## src/bipg_pkg.sv

```systemverilog
// Shared types, constants and the digit font for the battery icon pixel generator.
// No dependencies; every other file in the block imports this package.
`timescale 1ns / 1ps
`default_nettype none

package bipg_pkg;

   localparam int CFG_W     = 12;
   localparam int LVL_W     = 7;
   localparam int PIX_W     = 12;
   localparam int COLOR_W   = 32;
   localparam int LAYER_W   = 3;
   localparam int CSR_IDX_W = 2;
   localparam int POS_W     = 14;  // signed screen coordinate, icon may hang off the edge
   localparam int W_W       = 10;  // icon width, at most 4095/6

   localparam int GEOM_STAGES = 5;

   localparam logic [CFG_W-1:0] SCREEN_WIDTH_RESET  = 12'd1920;
   localparam logic [CFG_W-1:0] SCREEN_HEIGHT_RESET = 12'd1080;
   localparam logic [LVL_W-1:0] CHARGE_LEVEL_RESET  = 7'd0;

   localparam int LEVEL_MAX        = 100;
   localparam int LEVEL_RED_MAX    = 20;
   localparam int LEVEL_YELLOW_MAX = 60;
   localparam int DIGIT_Y_LIFT     = 10;

   // Reciprocals for division by constants: floor(v * RECIP >> SHIFT) is exact
   // over the value range each one is used for.
   localparam int RECIP6    = 10923;   // >> 16, screen width up to 4095
   localparam int RECIP25   = 2622;    // >> 16, icon width up to 682
   localparam int RECIP10   = 205;     // >> 11, level up to 99
   localparam int RECIP100  = 167773;  // >> 24, product up to 136400

   localparam logic [COLOR_W-1:0] COLOR_NONE   = 32'h0000_0000;
   localparam logic [COLOR_W-1:0] COLOR_RED    = 32'hFFFF_0000;
   localparam logic [COLOR_W-1:0] COLOR_YELLOW = 32'hFFFF_FF00;
   localparam logic [COLOR_W-1:0] COLOR_GREEN  = 32'hFF00_FF00;
   localparam logic [COLOR_W-1:0] COLOR_WHITE  = 32'hFFFF_FFFF;

   typedef enum logic [CSR_IDX_W-1:0] {
      CSR_SCREEN_WIDTH  = 2'd0,
      CSR_SCREEN_HEIGHT = 2'd1,
      CSR_CHARGE_LEVEL  = 2'd2
   } csr_index_type;

   typedef enum logic [LAYER_W-1:0] {
      LAYER_OFF     = 3'd0,
      LAYER_BACK    = 3'd1,
      LAYER_OUTLINE = 3'd2,
      LAYER_FILL    = 3'd3,
      LAYER_DIGIT   = 3'd4
   } layer_type;

   typedef logic signed [POS_W-1:0] pos_type;

   // Icon geometry, all edges as half-open spans [left, right) and [top, bottom).
   typedef struct packed {
      pos_type              x_left;
      pos_type              x_right;
      pos_type              x_in_left;
      pos_type              x_in_right;
      pos_type              y_top;
      pos_type              y_bottom;
      pos_type              y_in_top;
      pos_type              y_in_bottom;
      pos_type              fill_top;
      pos_type              cap_left;
      pos_type              cap_right;
      pos_type              cap_top;
      pos_type              digit_left;
      pos_type              digit_top;
      logic [1:0]           digit_count;
      logic [3:0]           digit0;
      logic [3:0]           digit1;
      logic [3:0]           digit2;
      logic [COLOR_W-1:0]   fill_color;
   } geom_type;

   localparam logic [7:0] GLYPH_ROM [0:9][0:11] = '{
      '{8'h3C,8'h7E,8'hC3,8'hC3,8'hC3,8'hC3,8'hC3,8'hC3,8'hC3,8'hC3,8'h7E,8'h3C},
      '{8'h18,8'h38,8'h78,8'h18,8'h18,8'h18,8'h18,8'h18,8'h18,8'h18,8'h7E,8'h7E},
      '{8'h3C,8'h7E,8'hC3,8'h03,8'h06,8'h0C,8'h18,8'h30,8'h60,8'hC0,8'hFF,8'hFF},
      '{8'h7E,8'hFF,8'h03,8'h03,8'h1E,8'h1E,8'h03,8'h03,8'h03,8'h03,8'hFF,8'h7E},
      '{8'h06,8'h0E,8'h1E,8'h36,8'h66,8'hC6,8'hFF,8'hFF,8'h06,8'h06,8'h06,8'h06},
      '{8'hFF,8'hFF,8'hC0,8'hC0,8'hFC,8'hFE,8'h06,8'h03,8'h03,8'hC3,8'h7E,8'h3C},
      '{8'h3E,8'h7F,8'hE3,8'hC0,8'hFC,8'hFE,8'hC3,8'hC3,8'hC3,8'hE3,8'h7E,8'h3C},
      '{8'hFF,8'hFF,8'h03,8'h06,8'h0C,8'h18,8'h30,8'h30,8'h60,8'h60,8'h60,8'h60},
      '{8'h3C,8'h7E,8'hC3,8'hC3,8'h7E,8'h7E,8'hC3,8'hC3,8'hC3,8'hC3,8'h7E,8'h3C},
      '{8'h3C,8'h7E,8'hC3,8'hC3,8'hCF,8'hDF,8'hFB,8'h7F,8'h03,8'h03,8'h7E,8'h3C}
   };

   function automatic logic [7:0] glyph_row(input logic [3:0] digit, input logic [3:0] row);
      logic [7:0] bits;
      bits = 8'h00;
      if (digit <= 4'd9 && row <= 4'd11) begin
         bits = GLYPH_ROM[digit][row];
      end
      return bits;
   endfunction

   function automatic pos_type as_pos(input logic [CFG_W-1:0] v);
      return pos_type'({{(POS_W-CFG_W){1'b0}}, v});
   endfunction

endpackage

`default_nettype wire

```

## src/bipg_if.sv

```systemverilog
// Valid/ready channel interfaces for pixel requests and pixel responses.
// Depends on bipg_pkg for field widths.
`timescale 1ns / 1ps
`default_nettype none

interface bipg_req_if;
   import bipg_pkg::*;

   logic             valid;
   logic             ready;
   logic [PIX_W-1:0] pixel_x;
   logic [PIX_W-1:0] pixel_y;

   modport source (output valid, output pixel_x, output pixel_y, input ready);
   modport sink   (input valid, input pixel_x, input pixel_y, output ready);
endinterface

interface bipg_rsp_if;
   import bipg_pkg::*;

   logic               valid;
   logic               ready;
   logic [COLOR_W-1:0] pixel_color;
   logic [LAYER_W-1:0] layer;

   modport source (output valid, output pixel_color, output layer, input ready);
   modport sink   (input valid, input pixel_color, input layer, output ready);
endinterface

`default_nettype wire

```

## src/bipg_geometry.sv

```systemverilog
// Five-stage free-running pipeline that derives the icon geometry from the
// screen size and charge level registers. Depends on bipg_pkg.
`timescale 1ns / 1ps
`default_nettype none

module bipg_geometry #(
   parameter int DIGIT_SCALE = 2
) (
   input  logic                        clock,
   input  logic [bipg_pkg::CFG_W-1:0]  screen_width,
   input  logic [bipg_pkg::CFG_W-1:0]  screen_height,
   input  logic [bipg_pkg::LVL_W-1:0]  charge_level,
   output bipg_pkg::geom_type          geom
);
   import bipg_pkg::*;

   localparam int DW = 8 * DIGIT_SCALE;

   // stage 1: icon width, clamped level
   logic [W_W-1:0]   w1_in, w1_ff;
   logic [LVL_W-1:0] lvl1_in, lvl1_ff;
   logic [CFG_W-1:0] sw1_ff, sh1_ff;
   logic [25:0]      w_prod;

   // stage 2: border, height, origin, tens digit
   logic [W_W-1:0]   w2_ff;
   logic [4:0]       b2_in, b2_ff;
   logic [W_W:0]     h2_in, h2_ff;
   pos_type          x0_2_in, x0_2_ff, y0_2_in, y0_2_ff;
   logic [LVL_W-1:0] lvl2_ff;
   logic [3:0]       ten2_in, ten2_ff;
   logic             hun2_in, hun2_ff;
   logic [21:0]      b_prod;
   logic [14:0]      ten_prod;
   logic [CFG_W-1:0] x_span;
   pos_type          y_span, y_adj;

   // stage 3: edges, digit placement, fill product
   geom_type         geo3_in, geo3_ff;
   logic [17:0]      prod3_in, prod3_ff;
   logic [W_W:0]     fill_span;
   logic [LVL_W-1:0] one_diff;
   logic [3:0]       one3;
   logic [W_W-1:0]   cw3;
   pos_type          cx3, cy3;

   // stage 4: fill height
   geom_type         geo4_ff;
   logic [W_W:0]     fh4_in, fh4_ff;
   logic [35:0]      fh_prod;

   // stage 5: fill top edge
   geom_type         geo5_in, geo5_ff;

   always_comb begin
      w_prod  = {14'b0, screen_width} * 26'(RECIP6);
      w1_in   = w_prod[25:16];
      lvl1_in = (charge_level > LVL_W'(LEVEL_MAX)) ? LVL_W'(LEVEL_MAX) : charge_level;
   end

   always_ff @(posedge clock) begin
      w1_ff   <= w1_in;
      lvl1_ff <= lvl1_in;
      sw1_ff  <= screen_width;
      sh1_ff  <= screen_height;
   end

   always_comb begin
      b_prod  = {12'b0, w1_ff} * 22'(RECIP25);
      b2_in   = b_prod[20:16];
      h2_in   = {w1_ff, 1'b0};
      x_span  = sw1_ff - {2'b0, w1_ff};
      x0_2_in = pos_type'({{(POS_W-CFG_W+1){1'b0}}, x_span[CFG_W-1:1]});
      // signed halving that truncates toward zero
      y_span  = as_pos(sh1_ff) - as_pos({1'b0, h2_in});
      y_adj   = y_span + pos_type'({{(POS_W-1){1'b0}}, y_span[POS_W-1]});
      y0_2_in = y_adj >>> 1;
      hun2_in = (lvl1_ff == LVL_W'(LEVEL_MAX));
      ten_prod = {8'b0, lvl1_ff} * 15'(RECIP10);
      ten2_in = hun2_in ? 4'd0 : ten_prod[14:11];
   end

   always_ff @(posedge clock) begin
      w2_ff   <= w1_ff;
      b2_ff   <= b2_in;
      h2_ff   <= h2_in;
      x0_2_ff <= x0_2_in;
      y0_2_ff <= y0_2_in;
      lvl2_ff <= lvl1_ff;
      ten2_ff <= ten2_in;
      hun2_ff <= hun2_in;
   end

   always_comb begin
      fill_span = h2_ff - {5'b0, b2_ff, 1'b0};
      prod3_in  = {7'b0, fill_span} * {11'b0, lvl2_ff};
      one_diff  = lvl2_ff - 7'({3'b0, ten2_ff} * 7'd10);
      one3      = hun2_ff ? 4'd0 : one_diff[3:0];
      cw3       = w2_ff >> 2;
      cx3       = x0_2_ff + as_pos({3'b0, w2_ff[W_W-1:1]});
      cy3       = y0_2_ff + as_pos({2'b0, w2_ff}) - pos_type'(DIGIT_Y_LIFT);

      geo3_in             = '0;
      geo3_in.x_left      = x0_2_ff;
      geo3_in.x_right     = x0_2_ff + as_pos({2'b0, w2_ff});
      geo3_in.x_in_left   = x0_2_ff + as_pos({7'b0, b2_ff});
      geo3_in.x_in_right  = geo3_in.x_right - as_pos({7'b0, b2_ff});
      geo3_in.y_top       = y0_2_ff;
      geo3_in.y_bottom    = y0_2_ff + as_pos({1'b0, h2_ff});
      geo3_in.y_in_top    = y0_2_ff + as_pos({7'b0, b2_ff});
      geo3_in.y_in_bottom = geo3_in.y_bottom - as_pos({7'b0, b2_ff});
      geo3_in.cap_left    = x0_2_ff
                          + as_pos({3'b0, 9'((w2_ff - cw3) >> 1)});
      geo3_in.cap_right   = geo3_in.cap_left + as_pos({2'b0, cw3});
      geo3_in.cap_top     = y0_2_ff - as_pos({2'b0, cw3});
      geo3_in.digit_top   = cy3 - pos_type'(6 * DIGIT_SCALE);

      // leading zeros are dropped: one digit below ten, three at full charge
      if (hun2_ff) begin
         geo3_in.digit_count = 2'd3;
         geo3_in.digit_left  = cx3 - pos_type'(2 * DW);
         geo3_in.digit0      = 4'd1;
         geo3_in.digit1      = ten2_ff;
         geo3_in.digit2      = one3;
      end else if (ten2_ff != 4'd0) begin
         geo3_in.digit_count = 2'd2;
         geo3_in.digit_left  = cx3 - pos_type'(DW + DW / 2);
         geo3_in.digit0      = ten2_ff;
         geo3_in.digit1      = one3;
      end else begin
         geo3_in.digit_count = 2'd1;
         geo3_in.digit_left  = cx3 - pos_type'(DW / 2);
         geo3_in.digit0      = one3;
      end

      if (lvl2_ff <= LVL_W'(LEVEL_RED_MAX)) begin
         geo3_in.fill_color = COLOR_RED;
      end else if (lvl2_ff <= LVL_W'(LEVEL_YELLOW_MAX)) begin
         geo3_in.fill_color = COLOR_YELLOW;
      end else begin
         geo3_in.fill_color = COLOR_GREEN;
      end
   end

   always_ff @(posedge clock) begin
      geo3_ff  <= geo3_in;
      prod3_ff <= prod3_in;
   end

   always_comb begin
      fh_prod = {18'b0, prod3_ff} * 36'(RECIP100);
      fh4_in  = fh_prod[34:24];
   end

   always_ff @(posedge clock) begin
      geo4_ff <= geo3_ff;
      fh4_ff  <= fh4_in;
   end

   always_comb begin
      geo5_in          = geo4_ff;
      geo5_in.fill_top = geo4_ff.y_in_bottom - as_pos({1'b0, fh4_ff});
   end

   always_ff @(posedge clock) begin
      geo5_ff <= geo5_in;
   end

   assign geom = geo5_ff;

endmodule

`default_nettype wire

```

## src/battery_icon_pixel_generator.sv

```systemverilog
// Top level of the battery icon pixel generator: registers, pixel pipeline, checks.
// Depends on bipg_pkg, bipg_if (channel interfaces) and bipg_geometry.
`timescale 1ns / 1ps
`default_nettype none

// Overlay generator for a battery icon centered on the screen.
//
// Use: write screen_width, screen_height and charge_level through the csr_
// port (index 0, 1, 2; other indexes are dropped), then stream pixel
// coordinates on req_chan. Each request beat yields one response beat on
// rsp_chan with the ARGB color and the winning layer (off screen, background,
// outline or cap, fill, digit).
//
// Timing: one beat per cycle while the receiver is ready and no refill is running.
// Each pixel is classified by one compare and lookup stage between the input
// register and the response register; the icon geometry is precomputed by a
// five-stage pipeline from the register values.
//
// Reset sets 1920 x 1080 at level 0. After reset or after any register write
// req_chan.ready stays low while the geometry pipeline refills. When the
// receiver stalls, the response register holds its beat and the input
// register still takes one more request before ready drops.
module battery_icon_pixel_generator #(
   parameter int DIGIT_SCALE = 2
) (
   input  logic                            clock,
   input  logic                            reset,
   input  logic                            csr_we,
   input  logic [bipg_pkg::CSR_IDX_W-1:0]  csr_index,
   input  logic [bipg_pkg::CFG_W-1:0]      csr_wdata,
   bipg_req_if.sink                        req_chan,
   bipg_rsp_if.source                      rsp_chan
);
   import bipg_pkg::*;

   localparam int DW        = 8 * DIGIT_SCALE;
   localparam int DH        = 12 * DIGIT_SCALE;
   localparam int OFF_W     = $clog2(3 * DW);
   localparam int REM_W     = $clog2(DW);
   localparam int ROW_OFF_W = $clog2(DH);
   localparam int GEOM_WAIT = GEOM_STAGES - 1;
   localparam int WAIT_W    = $clog2(GEOM_STAGES);

   // configuration registers
   logic [CFG_W-1:0] screen_width_ff, screen_height_ff;
   logic [LVL_W-1:0] charge_level_ff;
   logic [WAIT_W-1:0] wait_in, wait_ff;
   logic             geom_busy;
   geom_type         geom;

   // pixel pipeline
   logic             acc, adv, out_free;
   logic             v1_in, v1_ff;
   logic [PIX_W-1:0] px1_ff, py1_ff;
   logic             out_v_in, out_v_ff;
   logic [COLOR_W-1:0] color_in, color_ff;
   layer_type        layer_in, layer_ff;

   // classification
   pos_type          pxs, pys, dx, dy, digit_span;
   logic             off_screen, in_digit, digit_hit, fill_hit, box_hit, ring_hit, cap_hit;
   logic [OFF_W-1:0] dx_off, rem_full;
   logic [REM_W-1:0] rem;
   logic [ROW_OFF_W-1:0] dy_off;
   logic [1:0]       k;
   logic [2:0]       col;
   logic [3:0]       row, digit;
   logic [7:0]       row_bits;

   // Hold the registers; drop writes to unknown indexes.
   always_ff @(posedge clock) begin
      if (reset) begin
         screen_width_ff  <= SCREEN_WIDTH_RESET;
         screen_height_ff <= SCREEN_HEIGHT_RESET;
         charge_level_ff  <= CHARGE_LEVEL_RESET;
      end else if (csr_we) begin
         case (csr_index)
            CSR_SCREEN_WIDTH:  screen_width_ff  <= csr_wdata;
            CSR_SCREEN_HEIGHT: screen_height_ff <= csr_wdata;
            CSR_CHARGE_LEVEL:  charge_level_ff  <= csr_wdata[LVL_W-1:0];
            default: ;
         endcase
      end
   end

   bipg_geometry #(
      .DIGIT_SCALE (DIGIT_SCALE)
   ) u_geometry (
      .clock         (clock),
      .screen_width  (screen_width_ff),
      .screen_height (screen_height_ff),
      .charge_level  (charge_level_ff),
      .geom          (geom)
   );

   // Block requests until the geometry pipeline has seen the latest register values.
   always_comb begin
      if (csr_we) begin
         wait_in = WAIT_W'(GEOM_WAIT);
      end else if (wait_ff != '0) begin
         wait_in = wait_ff - WAIT_W'(1);
      end else begin
         wait_in = wait_ff;
      end
   end

   always_ff @(posedge clock) begin
      if (reset) begin
         wait_ff <= WAIT_W'(GEOM_WAIT);
      end else begin
         wait_ff <= wait_in;
      end
   end

   assign geom_busy = csr_we || (wait_ff != '0);

   // Handshake: the input register advances whenever the response register
   // is empty or its beat is taken in this cycle.
   assign out_free       = !out_v_ff || rsp_chan.ready;
   assign adv            = v1_ff && out_free;
   assign req_chan.ready = !reset && !geom_busy && (!v1_ff || out_free);
   assign acc            = req_chan.valid && req_chan.ready;

   always_comb begin
      if (acc) begin
         v1_in = 1'b1;
      end else if (adv) begin
         v1_in = 1'b0;
      end else begin
         v1_in = v1_ff;
      end

      if (adv) begin
         out_v_in = 1'b1;
      end else if (rsp_chan.ready) begin
         out_v_in = 1'b0;
      end else begin
         out_v_in = out_v_ff;
      end
   end

   always_ff @(posedge clock) begin
      if (reset) begin
         v1_ff    <= 1'b0;
         out_v_ff <= 1'b0;
      end else begin
         v1_ff    <= v1_in;
         out_v_ff <= out_v_in;
      end
   end

   always_ff @(posedge clock) begin
      if (acc) begin
         px1_ff <= req_chan.pixel_x;
         py1_ff <= req_chan.pixel_y;
      end
      if (adv) begin
         color_ff <= color_in;
         layer_ff <= layer_in;
      end
   end

   // Digit lookup: locate the glyph cell, then the font dot inside it.
   always_comb begin
      pxs = as_pos(px1_ff);
      pys = as_pos(py1_ff);
      off_screen = (px1_ff >= screen_width_ff) || (py1_ff >= screen_height_ff);

      case (geom.digit_count)
         2'd3:    digit_span = pos_type'(3 * DW);
         2'd2:    digit_span = pos_type'(2 * DW);
         default: digit_span = pos_type'(DW);
      endcase

      dx = pxs - geom.digit_left;
      dy = pys - geom.digit_top;
      in_digit = (dx >= 0) && (dx < digit_span) && (dy >= 0) && (dy < pos_type'(DH));
      dx_off = dx[OFF_W-1:0];
      dy_off = dy[ROW_OFF_W-1:0];

      if (dx_off >= OFF_W'(2 * DW)) begin
         k        = 2'd2;
         rem_full = dx_off - OFF_W'(2 * DW);
      end else if (dx_off >= OFF_W'(DW)) begin
         k        = 2'd1;
         rem_full = dx_off - OFF_W'(DW);
      end else begin
         k        = 2'd0;
         rem_full = dx_off;
      end
      rem = rem_full[REM_W-1:0];

      // divide the cell offsets by the dot size with independent compares
      col = 3'd0;
      for (int j = 1; j < 8; j++) begin
         col = col + {2'b0, (rem >= REM_W'(j * DIGIT_SCALE))};
      end
      row = 4'd0;
      for (int j = 1; j < 12; j++) begin
         row = row + {3'b0, (dy_off >= ROW_OFF_W'(j * DIGIT_SCALE))};
      end

      case (k)
         2'd1:    digit = geom.digit1;
         2'd2:    digit = geom.digit2;
         default: digit = geom.digit0;
      endcase
      row_bits  = glyph_row(digit, row);
      digit_hit = in_digit && row_bits[3'd7 - col];
   end

   // Fill, outline ring and cap tests against the precomputed edges.
   always_comb begin
      fill_hit = (pxs >= geom.x_in_left) && (pxs < geom.x_in_right)
              && (pys >= geom.fill_top) && (pys < geom.y_in_bottom);
      box_hit  = (pxs >= geom.x_left) && (pxs < geom.x_right)
              && (pys >= geom.y_top) && (pys < geom.y_bottom);
      ring_hit = box_hit
              && ((pys < geom.y_in_top) || (pys >= geom.y_in_bottom)
               || (pxs < geom.x_in_left) || (pxs >= geom.x_in_right));
      cap_hit  = (pxs >= geom.cap_left) && (pxs < geom.cap_right)
              && (pys >= geom.cap_top) && (pys < geom.y_top);
   end

   // Layer priority: off screen first, then digit over fill over outline or cap over background.
   always_comb begin
      if (off_screen) begin
         layer_in = LAYER_OFF;
         color_in = COLOR_NONE;
      end else if (digit_hit) begin
         layer_in = LAYER_DIGIT;
         color_in = COLOR_WHITE;
      end else if (fill_hit) begin
         layer_in = LAYER_FILL;
         color_in = geom.fill_color;
      end else if (ring_hit || cap_hit) begin
         layer_in = LAYER_OUTLINE;
         color_in = COLOR_WHITE;
      end else begin
         layer_in = LAYER_BACK;
         color_in = COLOR_NONE;
      end
   end

   assign rsp_chan.valid       = out_v_ff;
   assign rsp_chan.pixel_color = color_ff;
   assign rsp_chan.layer       = layer_ff;

   // A register write must close the request side while geometry refills.
   assert property (@(posedge clock) disable iff (reset)
      csr_we |=> !req_chan.ready)
      else $error("request accepted while geometry pipeline refills");

   // An accepted request beat must occupy the input register next cycle.
   assert property (@(posedge clock) disable iff (reset)
      acc |=> v1_ff)
      else $error("accepted request beat lost");

   // Off screen and background beats carry no color.
   assert property (@(posedge clock) disable iff (reset)
      (rsp_chan.valid && (rsp_chan.layer == LAYER_OFF || rsp_chan.layer == LAYER_BACK))
      |-> (rsp_chan.pixel_color == COLOR_NONE))
      else $error("color on an empty layer");

   // The input register never drains into a full, stalled response register.
   assert property (@(posedge clock) disable iff (reset)
      (out_v_ff && !rsp_chan.ready && v1_ff) |=> (out_v_ff && $stable(color_ff)))
      else $error("response overwritten while stalled");

endmodule

`default_nettype wire
```

## src/flat_wrapper.sv

```systemverilog
// flat-port wrapper written by rule: the top's interface ports become plain ports
module battery_icon_pixel_generator_flat import bipg_pkg::*;
#(
   parameter int DIGIT_SCALE = 2
)
  (clock, reset, csr_we, csr_index, csr_wdata, req_chan_valid, req_chan_pixel_x, req_chan_pixel_y, req_chan_ready, rsp_chan_valid, rsp_chan_pixel_color, rsp_chan_layer, rsp_chan_ready);
  bipg_req_if req_chan_i ();
  bipg_rsp_if rsp_chan_i ();
  input  logic clock;
  input  logic reset;
  input  logic csr_we;
  input  logic [bipg_pkg::CSR_IDX_W-1:0] csr_index;
  input  logic [bipg_pkg::CFG_W-1:0] csr_wdata;
  input wire logic [$bits(req_chan_i.valid)-1:0] req_chan_valid;
  input wire logic [$bits(req_chan_i.pixel_x)-1:0] req_chan_pixel_x;
  input wire logic [$bits(req_chan_i.pixel_y)-1:0] req_chan_pixel_y;
  output wire logic [$bits(req_chan_i.ready)-1:0] req_chan_ready;
  output wire logic [$bits(rsp_chan_i.valid)-1:0] rsp_chan_valid;
  output wire logic [$bits(rsp_chan_i.pixel_color)-1:0] rsp_chan_pixel_color;
  output wire logic [$bits(rsp_chan_i.layer)-1:0] rsp_chan_layer;
  input wire logic [$bits(rsp_chan_i.ready)-1:0] rsp_chan_ready;
  assign req_chan_i.valid = req_chan_valid;
  assign req_chan_i.pixel_x = req_chan_pixel_x;
  assign req_chan_i.pixel_y = req_chan_pixel_y;
  assign req_chan_ready = req_chan_i.ready;
  assign rsp_chan_valid = rsp_chan_i.valid;
  assign rsp_chan_pixel_color = rsp_chan_i.pixel_color;
  assign rsp_chan_layer = rsp_chan_i.layer;
  assign rsp_chan_i.ready = rsp_chan_ready;
  battery_icon_pixel_generator #(.DIGIT_SCALE(DIGIT_SCALE)) u_core (.clock(clock), .reset(reset), .csr_we(csr_we), .csr_index(csr_index), .csr_wdata(csr_wdata), .req_chan(req_chan_i), .rsp_chan(rsp_chan_i));
endmodule
```

## config.mk

```make
export PLATFORM = sky130hd
export DESIGN_NAME = battery_icon_pixel_generator_flat
export DESIGN_NICKNAME = d
export VERILOG_FILES = /design/src/bipg_pkg.sv /design/src/bipg_if.sv /design/src/bipg_geometry.sv /design/src/battery_icon_pixel_generator.sv /design/src/flat_wrapper.sv
export SDC_FILE = /design/constraint.sdc
export NUM_CORES = 2
export LEC_CHECK = 0
export BUFFER_PORTS_ARGS = -buffer_cell sky130_fd_sc_hd__buf_2
export CORE_ASPECT_RATIO = 0.9
export CORE_MARGIN = 1
export CORE_UTILIZATION = 60
export CTS_CLUSTER_DIAMETER = 100
export CTS_CLUSTER_SIZE = 24
export DETAILED_ROUTE_END_ITERATION = 7
export GPL_TIMING_DRIVEN = 1
export PLACE_DENSITY_LB_ADDON = 0.2
export SYNTH_ARGS = -nofsm -noshare
export SYNTH_HDL_FRONTEND = slang
export SYNTH_SLANG_ARGS = --single-unit
```

## constraint.sdc

```tcl
create_clock -name clock -period 8.7 [get_ports clock]
set_input_delay 1.305 -clock clock [delete_from_list [all_inputs] [get_ports clock]]
set_output_delay 1.305 -clock clock [all_outputs]
set_load 0.01 [all_outputs]
```

==> results_dict.tcl <==
set metrics [dict create \
    synth_commonest_cells "dfxtp_1, ha_1, inv_1" \
    synth-main-ff-cell "dfxtp_1" \
    io_pins 80 \
    firstDrtPassIters 5 \
    die-area_sq_um 72640 \
    async_flop_share 0 \
    synth_edf_count 31 \
    yosysMostFrequentCell "dfxtp_1" \
    coreArea_sq_um 70450 \
    finalNetCount 5258 \
    slew_headroom 0.2353 \
    cts_sinks 750 \
    grt_pass1_wl_microns 159900 \
    ys.warnings.count 0 \
    path_class "flip-flop to flip-flop" \
    grt_pass1_vias 28390 \
    crit_required_ns 9.03 \
    seq_area_frac_synth 0.3569 \
    worstMarginPinSlew_ns 1.135 \
    vias 28450 \
    gp_congestion 0.9567 \
    crit_arrival_ns 8.04 \
    fin_setup_tns_ns 0 \
    fmax_ghz 0.1296 \
    max_stage_delay_ns 0.57 \
    drive_gt1_frac 0.04345 \
    worst_path_max_delay_cell "edfxtp_1" \
    die_h_microns 255.8 \
    clock-root-buffer "clkbuf_16" \
    setup.worst_path.end_class "flip-flop" \
    wl_microns 100800 \
    htree_levels 2 \
    maxCapViolCount 0 \
    ctsResizeCount 0 \
    crit_family "adder cells" \
    synth_cell_types 93 \
    wl_per_cell_microns 19.39 \
    antenna_cells 0 \
    hold_path.startpoint "u_core.u_geometry.geo4_ff[71]" \
    ctsHoldBuffers 0 \
    yosysTopAreaCell "dfxtp_1" \
    rows 92 \
    die_width_microns 284.0 \
    post_cts.repair.setup_buffers 0 \
    gr-total-overflow 0 \
    ant_nets 0 \
    start_kind "flip-flop" \
    fin_ws_ns 0.9831 \
    hold_violations 0 \
    globalRouteTotalUtil 0.2829 \
    min_period_ns 7.717 \
    vias_per_cell 5.474 \
    dp_hpwl_microns 80990 \
    grt_max_degree 37 \
    setup_violations 0 \
    critical_path.startpoint "u_core.py1_ff[2]" \
    fin_crit_sh 0.8870 \
    path_buf_inv 4 \
    clkTransAtPathRegs_ns 0.10 \
    portBuffers 79 \
    outcome "finished clean" \
    syn-cell-area_sq_um 42940 \
    numCtsBuffers 38 \
    netlist_instances 4183 \
    detailedRoute.firstIterationViolations 2173 \
    synth_top_area_share 0.3352 \
    drv_slew 0 \
    yosys_register_bits 750 \
    rsz0062_at_grt "no" \
    area_growth_syn_to_layout_pct 5.720 \
    clk_latency_ns 0.62 \
    cts-root-to-sink-buffers 3 \
    place_ws_ns 1.079 \
    cts_tree "built" \
    start_util 0.6095 \
    cp_max_fo 13 \
    synth_top_cells_by_area "dfxtp_1, ha_1, fa_1, inv_1, xnor2_1" \
    drc 0 \
    antenna_found_initial 3 \
    timing.rr.start "u_core.py1_ff[2]" \
    path_common_cell "fa_1" \
    hp-class "flip-flop to flip-flop" \
    fin_skew_ns 0.04284 \
    synth_area_per_cell_sq_um 10.27 \
]
## metal layers
metal	vias to the layer above	share of wire	GRT usage
met5	-	0	0
met3	116	0.064	0.03583
li1	13990	-	-
met1	13590	0.49	0.4256
met2	758	0.43	0.4330
met4	0	0.021	0.06272
## cells in the final DEF, fill, tap and decap left out, drive strengths merged, types with 8 or more instances in the layout
cell type	count
and2	24
inv	703
nor4	14
a2111oi	11
clkbuf	47
nor3	65
and3	15
a31oi	12
mux2i	12
nor2b	56
ha	710
o21ai	127
or3	22
dfxtp	719
nand3b	8
edfxtp	31
o21a	40
a211o	14
xor2	71
nand2	210
o21bai	40
a21oi	174
nand2b	43
fa	261
or2	9
xnor2	148
o211ai	26
o31ai	15
nand3	39
a21boi	23
nand4	22
buf	101
nor2	179
a21o	86
a211oi	28
## cell type report
cell class,instances,area [sq um]
Clock buffer,47,984.7
Clock inverter,7,146.4
Fill cell,5761,25050
Inverter,703,2639
Multi-Input combinational cell,2650,24560
Sequential cell,750,15320
Tap cell,940,1176
Timing Repair Buffer,101,560.5
## flip-flops by register name, summed over array words and instances, names as in the netlist, 13 cells and up
signal                      cells
u_core.u_geometry.geo4_ff     183
u_core.u_geometry.y0_2_ff      13
u_core.u_geometry.geom        197
u_core.u_geometry.prod3_ff     17
u_core.u_geometry.geo3_ff     183
## metrics by stage
step	area, sq um	hold slack (ns)	util	cells
after CTS	45400	0.3140	0.6444	5198
after global routing	45400	0.3203	0.6444	5198
after floorplan	42950	0.3096	-	4187
final	45400	0.3113	0.6444	5198
after detailed placement	44270	0.3121	0.6283	5144
after global placement	44270	0.3097	0.6283	5144
## worst paths after layout
kind	end	slack, ns	cells after the start
max	u_core.rsp_chan.layer[0]	0.98	26
min	u_core.u_geometry.geom[71]	0.31	0
min reg2reg	u_core.u_geometry.geom[71]	0.31	0
max reg2reg	u_core.rsp_chan.layer[0]	0.98	26
## cell families after synthesis
| logic type | synth area share |
|---|---|
| xor+xnor | 0.04467 |
| mux | 0.003584 |
| simple gates | 0.08462 |
| fa+ha+maj | 0.3286 |
| compound gates | 0.1100 |
| flops | 0.3569 |
| buf+inv | 0.07156 |
| other cells | 0.00008733 |
Power is not shown: default switching activity piles up to over one toggle a cycle in this logic, so the estimate is an artifact.
